### src/rtl/tgc_pkg.sv
// ----------------------------------------------------------------------------
// tgc_pkg
// shared codes and reset values of the touch gesture classifier
// ----------------------------------------------------------------------------
`default_nettype none

package tgc_pkg;

  typedef enum logic [2:0] {
    KIND_DOWN  = 3'd0,
    KIND_MOVE  = 3'd1,
    KIND_UP    = 3'd2,
    KIND_TAP   = 3'd3,
    KIND_LONG  = 3'd4,
    KIND_SWIPE = 3'd5
  } kind_e;

  // event types and codes
  localparam logic [15:0] EvTypeKey    = 16'd1;
  localparam logic [15:0] EvTypeAbs    = 16'd3;
  localparam logic [15:0] CodeAbsX     = 16'd0;
  localparam logic [15:0] CodeAbsY     = 16'd1;
  localparam logic [15:0] CodeMtX      = 16'd53;
  localparam logic [15:0] CodeMtY      = 16'd54;
  localparam logic [15:0] CodeTrackId  = 16'd57;
  localparam logic [15:0] CodeBtnTouch = 16'd330;

  // register indexes
  localparam logic [1:0] CfgLiveEnable = 2'd0;
  localparam logic [1:0] CfgSwipeDist2 = 2'd1;
  localparam logic [1:0] CfgLongpress  = 2'd2;
  localparam logic [1:0] CfgMoveStep   = 2'd3;

  // register reset values
  localparam logic [31:0] SwipeDist2Rst = 32'd784;
  localparam logic [15:0] LongpressRst  = 16'd600;
  localparam logic [15:0] MoveStepRst   = 16'd2;

  // reciprocal of 1000, exact floor for operands below 2**20
  localparam logic [20:0] RecipMilli    = 21'd1073742;
  localparam int          RecipShift    = 30;

endpackage

`default_nettype wire

### src/rtl/touch_gesture_classifier.sv
// ----------------------------------------------------------------------------
// touch_gesture_classifier
// touch event tracker with live down/move/up stream or tap/long/swipe output
// ----------------------------------------------------------------------------
// Accepts one touch event per clock cycle and gives at most one result per
// event. An event lands in an input register; the tracker state and the result
// register are updated from it when the result register is empty or being read,
// and that register then presents the result. The single pass holds the
// two squaring multipliers for the swipe distance and the constant
// multipliers for the hold time. Backpressure on the result side stalls the
// input only when the result register is still full.
`default_nettype none

module touch_gesture_classifier #(
  parameter int COORD_BITS = 16
) (
  input  wire logic        clk_i,
  input  wire logic        rst_ni,
  // config write port
  input  wire logic        cfg_we_i,
  input  wire logic [1:0]  cfg_idx_i,
  input  wire logic [31:0] cfg_data_i,
  // event input
  input  wire logic        s_axis_tvalid,
  output      logic        s_axis_tready,
  // event_value[31:0], time_sec[63:32], time_usec[83:64], zero pad
  input  wire logic [87:0] s_axis_tdata,
  // event_type[15:0], event_code[31:16]
  input  wire logic [31:0] s_axis_tuser,
  // result output
  output      logic        m_axis_tvalid,
  input  wire logic        m_axis_tready,
  // pos_x[15:0], pos_y[31:16], start_x[47:32], start_y[63:48], held_ms[95:64]
  output      logic [95:0] m_axis_tdata,
  // kind[2:0]
  output      logic [2:0]  m_axis_tuser
);

  import tgc_pkg::*;

  localparam int C   = COORD_BITS;
  localparam int L1W = (C + 2 > 16) ? C + 2 : 17;
  localparam int D2W = (2 * C - 1 > 32) ? 2 * C - 1 : 33;
  localparam logic signed [C-1:0] CoordMax = {1'b0, {(C-1){1'b1}}};
  localparam logic signed [C-1:0] CoordMin = {1'b1, {(C-1){1'b0}}};

  // config registers
  logic        live_en_q;
  logic [31:0] swipe_dist2_q;
  logic [15:0] longpress_q;
  logic [15:0] move_step_q;

  always_ff @(posedge clk_i or negedge rst_ni) begin
    if (!rst_ni) begin
      live_en_q     <= 1'b0;
      swipe_dist2_q <= SwipeDist2Rst;
      longpress_q   <= LongpressRst;
      move_step_q   <= MoveStepRst;
    end else if (cfg_we_i) begin
      case (cfg_idx_i)
        CfgLiveEnable: live_en_q     <= cfg_data_i[0];
        CfgSwipeDist2: swipe_dist2_q <= cfg_data_i;
        CfgLongpress:  longpress_q   <= cfg_data_i[15:0];
        CfgMoveStep:   move_step_q   <= cfg_data_i[15:0];
        default: ;
      endcase
    end
  end

  // input register
  logic               in_valid_q;
  logic [15:0]        ev_type_q;
  logic [15:0]        ev_code_q;
  logic signed [31:0] ev_value_q;
  logic [31:0]        ev_sec_q;
  logic [19:0]        ev_usec_q;
  logic               adv;

  assign s_axis_tready = !in_valid_q || adv;
  assign adv           = in_valid_q && (!m_axis_tvalid || m_axis_tready);

  always_ff @(posedge clk_i or negedge rst_ni) begin
    if (!rst_ni) begin
      in_valid_q <= 1'b0;
    end else if (s_axis_tready) begin
      in_valid_q <= s_axis_tvalid;
    end
  end

  always_ff @(posedge clk_i) begin
    if (s_axis_tvalid && s_axis_tready) begin
      ev_type_q  <= s_axis_tuser[15:0];
      ev_code_q  <= s_axis_tuser[31:16];
      ev_value_q <= s_axis_tdata[31:0];
      ev_sec_q   <= s_axis_tdata[63:32];
      ev_usec_q  <= s_axis_tdata[83:64];
    end
  end

  // tracker state
  logic signed [C-1:0] cur_x_q, cur_y_q, begin_x_q, begin_y_q, sent_x_q, sent_y_q;
  logic signed [C-1:0] cur_x_d, cur_y_d, begin_x_d, begin_y_d, sent_x_d, sent_y_d;
  logic                in_contact_q, start_wait_q, live_gest_q;
  logic                in_contact_d, start_wait_d, live_gest_d;
  logic [31:0]         down_sec_q, down_sec_d;
  logic [19:0]         down_usec_q, down_usec_d;

  // event decode
  logic is_abs, is_axis, is_x, is_track, is_key, begin_req, rel_req, begin_ev, rel_ev;
  logic signed [32:0]  val_w;
  logic signed [C-1:0] val_sat;

  assign is_abs    = (ev_type_q == EvTypeAbs);
  assign is_x      = (ev_code_q == CodeAbsX) || (ev_code_q == CodeMtX);
  assign is_axis   = is_abs && (is_x || (ev_code_q == CodeAbsY) || (ev_code_q == CodeMtY));
  assign is_track  = is_abs && (ev_code_q == CodeTrackId);
  assign is_key    = (ev_type_q == EvTypeKey) && (ev_code_q == CodeBtnTouch);
  assign begin_req = (is_track && !ev_value_q[31]) || (is_key && (ev_value_q != 32'sd0));
  assign rel_req   = (is_track && ev_value_q[31]) || (is_key && (ev_value_q == 32'sd0));
  assign begin_ev  = begin_req && !in_contact_q;
  assign rel_ev    = rel_req && in_contact_q;

  assign val_w   = 33'(ev_value_q);
  assign val_sat = (val_w > 33'(CoordMax)) ? CoordMax :
                   (val_w < 33'(CoordMin)) ? CoordMin : C'(val_w);

  logic signed [C-1:0] cur_nx, cur_ny;
  assign cur_nx = (is_axis && is_x)  ? val_sat : cur_x_q;
  assign cur_ny = (is_axis && !is_x) ? val_sat : cur_y_q;

  logic capture;
  assign capture = ((is_axis && start_wait_q) || begin_ev) && !cur_nx[C-1] && !cur_ny[C-1];

  // L1 step from last sent point
  logic signed [C:0] stx, sty;
  logic [C:0]        stx_abs, sty_abs;
  logic [L1W-1:0]    l1;
  assign stx     = (C+1)'(cur_nx) - (C+1)'(sent_x_q);
  assign sty     = (C+1)'(cur_ny) - (C+1)'(sent_y_q);
  assign stx_abs = stx[C] ? (C+1)'(-stx) : (C+1)'(stx);
  assign sty_abs = sty[C] ? (C+1)'(-sty) : (C+1)'(sty);
  assign l1      = L1W'(stx_abs) + L1W'(sty_abs);

  // squared travel, valid when start and end are non-negative
  logic signed [C-1:0] dx, dy;
  logic [C-2:0]        dx_mag, dy_mag;
  logic [2*C-3:0]      sq_x, sq_y;
  logic [D2W-1:0]      dist2;
  assign dx     = cur_x_q - begin_x_q;
  assign dy     = cur_y_q - begin_y_q;
  assign dx_mag = dx[C-1] ? (C-1)'(-dx) : (C-1)'(dx);
  assign dy_mag = dy[C-1] ? (C-1)'(-dy) : (C-1)'(dy);
  assign sq_x   = dx_mag * dx_mag;
  assign sq_y   = dy_mag * dy_mag;
  assign dist2  = D2W'(sq_x) + D2W'(sq_y);

  // hold time in ms
  logic signed [32:0] sec_diff;
  logic signed [20:0] usec_diff;
  logic [19:0]        usec_mag;
  logic [40:0]        usec_prod;
  logic [10:0]        usec_q;
  logic signed [43:0] sec_ms, usec_ms, ms_sum;
  logic signed [31:0] held_ms;
  assign sec_diff  = $signed({1'b0, ev_sec_q}) - $signed({1'b0, down_sec_q});
  assign usec_diff = $signed({1'b0, ev_usec_q}) - $signed({1'b0, down_usec_q});
  assign usec_mag  = usec_diff[20] ? 20'(-usec_diff) : 20'(usec_diff);
  assign usec_prod = usec_mag * RecipMilli;
  assign usec_q    = usec_prod[RecipShift +: 11];
  assign sec_ms    = 44'(sec_diff) * 44'sd1000;
  assign usec_ms   = usec_diff[20] ? -$signed(44'(usec_q)) : $signed(44'(usec_q));
  assign ms_sum    = sec_ms + usec_ms;
  assign held_ms   = (ms_sum > 44'sd2147483647)  ? 32'sh7fffffff :
                     (ms_sum < -44'sd2147483648) ? 32'sh80000000 : 32'(ms_sum);

  logic class_ok;
  assign class_ok = !begin_x_q[C-1] && !begin_y_q[C-1] && !cur_x_q[C-1] && !cur_y_q[C-1];

  // result candidate
  logic                has_res;
  kind_e               res_kind;
  logic signed [C-1:0] res_px, res_py, res_sx, res_sy;
  logic signed [31:0]  res_held;

  always_comb begin
    cur_x_d      = cur_x_q;
    cur_y_d      = cur_y_q;
    begin_x_d    = begin_x_q;
    begin_y_d    = begin_y_q;
    sent_x_d     = sent_x_q;
    sent_y_d     = sent_y_q;
    in_contact_d = in_contact_q;
    start_wait_d = start_wait_q;
    live_gest_d  = live_gest_q;
    down_sec_d   = down_sec_q;
    down_usec_d  = down_usec_q;
    has_res      = 1'b0;
    res_kind     = KIND_DOWN;
    res_px       = cur_nx;
    res_py       = cur_ny;
    res_sx       = begin_x_q;
    res_sy       = begin_y_q;
    res_held     = 32'sd0;
    if (adv) begin
      cur_x_d = cur_nx;
      cur_y_d = cur_ny;
      if (begin_ev) begin
        in_contact_d = 1'b1;
        start_wait_d = 1'b1;
        begin_x_d    = '1;
        begin_y_d    = '1;
      end
      if (capture) begin
        begin_x_d    = cur_nx;
        begin_y_d    = cur_ny;
        down_sec_d   = ev_sec_q;
        down_usec_d  = ev_usec_q;
        start_wait_d = 1'b0;
        if (live_en_q) begin
          live_gest_d = 1'b1;
          sent_x_d    = cur_nx;
          sent_y_d    = cur_ny;
          has_res     = 1'b1;
          res_kind    = KIND_DOWN;
          res_sx      = cur_nx;
          res_sy      = cur_ny;
        end
      end else if (is_axis && live_gest_q && (l1 >= L1W'(move_step_q))) begin
        sent_x_d = cur_nx;
        sent_y_d = cur_ny;
        has_res  = 1'b1;
        res_kind = KIND_MOVE;
      end
      if (rel_ev) begin
        in_contact_d = 1'b0;
        live_gest_d  = 1'b0;
        start_wait_d = 1'b0;
        begin_x_d    = '1;
        begin_y_d    = '1;
        res_held     = held_ms;
        if (live_gest_q) begin
          has_res  = 1'b1;
          res_kind = KIND_UP;
        end else if (class_ok) begin
          has_res = 1'b1;
          if (dist2 >= D2W'(swipe_dist2_q)) begin
            res_kind = KIND_SWIPE;
          end else if (held_ms >= $signed({16'b0, longpress_q})) begin
            res_kind = KIND_LONG;
          end else begin
            res_kind = KIND_TAP;
          end
        end
      end
    end
  end

  always_ff @(posedge clk_i or negedge rst_ni) begin
    if (!rst_ni) begin
      cur_x_q      <= '1;
      cur_y_q      <= '1;
      begin_x_q    <= '1;
      begin_y_q    <= '1;
      sent_x_q     <= '1;
      sent_y_q     <= '1;
      in_contact_q <= 1'b0;
      start_wait_q <= 1'b0;
      live_gest_q  <= 1'b0;
      down_sec_q   <= '0;
      down_usec_q  <= '0;
    end else begin
      cur_x_q      <= cur_x_d;
      cur_y_q      <= cur_y_d;
      begin_x_q    <= begin_x_d;
      begin_y_q    <= begin_y_d;
      sent_x_q     <= sent_x_d;
      sent_y_q     <= sent_y_d;
      in_contact_q <= in_contact_d;
      start_wait_q <= start_wait_d;
      live_gest_q  <= live_gest_d;
      down_sec_q   <= down_sec_d;
      down_usec_q  <= down_usec_d;
    end
  end

  // result register
  logic        out_valid_q;
  kind_e       out_kind_q;
  logic [15:0] out_px_q, out_py_q, out_sx_q, out_sy_q;
  logic [31:0] out_held_q;

  always_ff @(posedge clk_i or negedge rst_ni) begin
    if (!rst_ni) begin
      out_valid_q <= 1'b0;
    end else if (adv) begin
      out_valid_q <= has_res;
    end else if (m_axis_tready) begin
      out_valid_q <= 1'b0;
    end
  end

  always_ff @(posedge clk_i) begin
    if (adv && has_res) begin
      out_kind_q <= res_kind;
      out_px_q   <= 16'(32'(res_px));
      out_py_q   <= 16'(32'(res_py));
      out_sx_q   <= 16'(32'(res_sx));
      out_sy_q   <= 16'(32'(res_sy));
      out_held_q <= res_held;
    end
  end

  assign m_axis_tvalid = out_valid_q;
  assign m_axis_tuser  = out_kind_q;
  assign m_axis_tdata  = {out_held_q, out_sy_q, out_sx_q, out_py_q, out_px_q};

endmodule

`default_nettype wire

### config.mk
export PLATFORM = sky130hd
export DESIGN_NAME = touch_gesture_classifier
export DESIGN_NICKNAME = d
export VERILOG_FILES = /design/src/rtl/tgc_pkg.sv /design/src/rtl/touch_gesture_classifier.sv
export SDC_FILE = /design/constraint.sdc
export NUM_CORES = 2
export LEC_CHECK = 0
export ABC_AREA = 1
export BUFFER_PORTS_ARGS = -buffer_cell sky130_fd_sc_hd__buf_2
export CAP_MARGIN = 5
export CORE_MARGIN = 4
export CORE_UTILIZATION = 25
export CTS_CLUSTER_SIZE = 12
export DETAILED_ROUTE_END_ITERATION = 12
export PLACE_DENSITY = 0.49
export SYNTH_ARGS = -nofsm -noshare
export SYNTH_HDL_FRONTEND = slang
export SYNTH_SLANG_ARGS = --single-unit
### constraint.sdc
create_clock -name clk_i -period 19.65 [get_ports clk_i]
set_input_delay 0 -clock clk_i [delete_from_list [all_inputs] [get_ports clk_i]]
set_output_delay 0 -clock clk_i [all_outputs]
set_load 0.01 [all_outputs]
==> qor.yml <==
area_growth_pct: 17.1
drt_first_iter_violations: 2058
worstPathArrival_ps: 15860
yosys.area.top_type_share: 0.207
grtUsageTotal: 0.149
hp-class: "in2reg"
drt-total-wl_mm: 162
rows: 168
numCtsBuffers: 56
post_cts.repair.setup_buffers: 0
netlist_instances: 6352
grt_start_max_net_pins: 131
finalCritPeriodShare: 0.783
critPathMostFrequentCell: "nand2_1"
drv_slew: 0
syn_avg_cell_area_sq_um: 8.36
worst_slew_pin_slew_ps: 1190
clockBufferDepth: 3
place_congestion: 0.890
die_h_microns: 469
drive_gt1_frac: 0.0882
startpoint_type: "flip-flop"
final_cell_mix: "inv_1 (1430), nand2_1 (1081), ha_1 (684)"
fin_crit_ps: 15390
timing.fmax_mhz: 65.0
coreArea_sq_mm: 0.210
cts.sinks: 433
hold_viol: 0
vias: 42100
synth_nets: 7744
synth_seq_area_share: 0.227
final_common_cell: "inv_1"
synth_edf_count: 215
die_width_microns: 469
setup-tns-final_ps: 0
ys_warn_count: 0
ant_nets: 0
clock_latency_ps: 700
antenna_found_initial: 3
grt_pass1_wl_mm: 254
drt_pass1_iterations: 5
dieArea_sq_mm: 0.220
cts.repair.resized: 0
initial_core_util: 0.252
yosys-top-cells-area: "fa_1 (21%), ha_1 (16%), edfxtp_1 (12%), inv_1 (10%), nand2_1 (7.7%)"
nNetsFinal: 8242
post-dp-hpwl_mm: 136
slowest_delay_ps: 790
ios: 260
overflow: 0
ctsHtreeMaxLevel: 2
routedWlPerCell_microns: 16.7
cts_hold_buf: 244
synth_top_flop_cell: "edfxtp_1"
path_class: "reg2reg"
crit_required_ps: 20120
cts_tree: "yes"
slew_headroom: 0.197
vias_per_cell: 4.34
synth-seq-cells: 433
fillers: 22500
drc: 0
end_kind: "flip-flop"
rsz0062_at_grt: "no"
grt_pass1_vias: 44200
critPathSlowestCell: "xor2_1"
syn-cell-area_sq_mm: 0.0531
finalClockSkew_ps: 51.8
clkTransAtPathRegs_ps: 60
async_flop_share: 0.503
cp_max_fo: 47
io_buffers: 255
max-cap-violations: 0
yosys.area.top_type: "fa_1"
ys_types: 67
ctsRootBufferMaster: "clkbuf_16"
setup_viol: 0
run_status: "completed"
==> cells by family (layout without fill, tap and decap cells) <==
kind of cell / count (synthesis) / in the layout / synth area share
AND/OR/NAND/NOR: 1927 / 1927 / 0.151
buffers and inverters: 1550 / 2095 / 0.111
adder cells (fa/ha/maj): 1233 / 1233 / 0.368
AO/OA/AOI/OAI: 933 / 933 / 0.0970
flip-flops: 433 / 433 / 0.227
XOR/XNOR: 275 / 275 / 0.0455
other: 1 / 4 / 0.0000706
==> metrics by stage <==
| stage | utilization | hold WS, ps | instances | cell area (sq um) | setup slack [ps] |
|---|---|---|---|---|---|
| floorplan | - | -296 | 6352 | 53100 | 7600 |
| global placement | 0.275 | 99.9 | 9353 | 57800 | 4310 |
| detailed placement | 0.275 | 107 | 9353 | 57800 | 4320 |
| CTS | 0.295 | 0.920 | 9702 | 62200 | 4230 |
| global route | 0.295 | 26.7 | 9703 | 62200 | 2920 |
| finish | 0.295 | 64.1 | 9705 | 62200 | 4260 |
==> synthesized netlist by cell type (8+ instances only) <==
cell	instances
inv_2	18
a211oi_1	9
ha_1	684
clkbuf_1	61
nand4_1	46
edfxtp_1	215
nor4_1	29
nor2_2	20
buf_2	27
xnor2_1	81
nand2_2	16
or2_2	8
dfrtp_1	114
a21o_1	24
nor3_1	45
xor2_1	193
o21ai_0	378
a21boi_1	10
a31oi_1	15
a21oi_1	350
a21oi_2	10
o211ai_1	11
nand2_1	1083
o21bai_1	33
o21ai_1	36
o21ai_2	10
dfstp_2	104
nor2_1	468
inv_1	1431
nand3_1	174
fa_1	549
nand3b_1	11
buf_4	8
==> layer usage <==
| metal | GRT usage | up-vias | share of wire |
|---|---|---|---|
| li1 | - | 21000 | - |
| met4 | 0.0497 | 0 | 0.037 |
| met5 | 0 | - | 0 |
| met2 | 0.256 | 715 | 0.48 |
| met1 | 0.193 | 20100 | 0.45 |
| met3 | 0.0177 | 198 | 0.034 |
==> worst paths after layout <==
path	start	end	slack, ps	depth (start not counted)
worst max-delay path	ev_usec_q[8]	m_axis_tuser[1]	4260	68
worst min-delay path	s_axis_tdata[9]	ev_value_q[9]	60	2
worst max register to register	ev_usec_q[8]	m_axis_tuser[1]	4260	68
worst min register to register	sent_y_q[15]	sent_y_q[15]	470	2
max in group asynchronous	rst_ni	in_valid_q	18180	4
min in group asynchronous	rst_ni	longpress_q[0]	370	3
==> final cells by class <==
type | count | area [sq um] | area share
clock inverters | 36 | 409 | 0.00658
clock buffers | 69 | 1490 | 0.0240
multi-input cells | 4369 | 35200 | 0.566
repair buffers | 540 | 4070 | 0.0654
inverters | 1450 | 5450 | 0.0876
well taps | 2805 | 3510 | 0.0565
diodes | 3 | 7.51 | 0.000121
flip-flops and latches | 433 | 12000 | 0.194
==> registers in the layout, indices dropped and copies added (netlist names), 20 cells and up <==
register       count
ev_value_q        32
swipe_dist2_q     32
out_held_q        32
ev_usec_q         20
ev_sec_q          32
down_usec_q       20
down_sec_q        32
==> worst max-delay path: cells and delay by family (launching register included) <==
family | cells | cell delay [ps]
adders and majority gates | 12 | 4600
DFF | 1 | 440
and+or+nand+nor | 31 | 4310
AOI/OAI and AO/OA | 17 | 3370
buffers and inverters | 7 | 1610
xor gates and xnor gates | 1 | 790
Power is not shown: default switching activity piles up to over one toggle a cycle in this logic, so the estimate is an artifact.
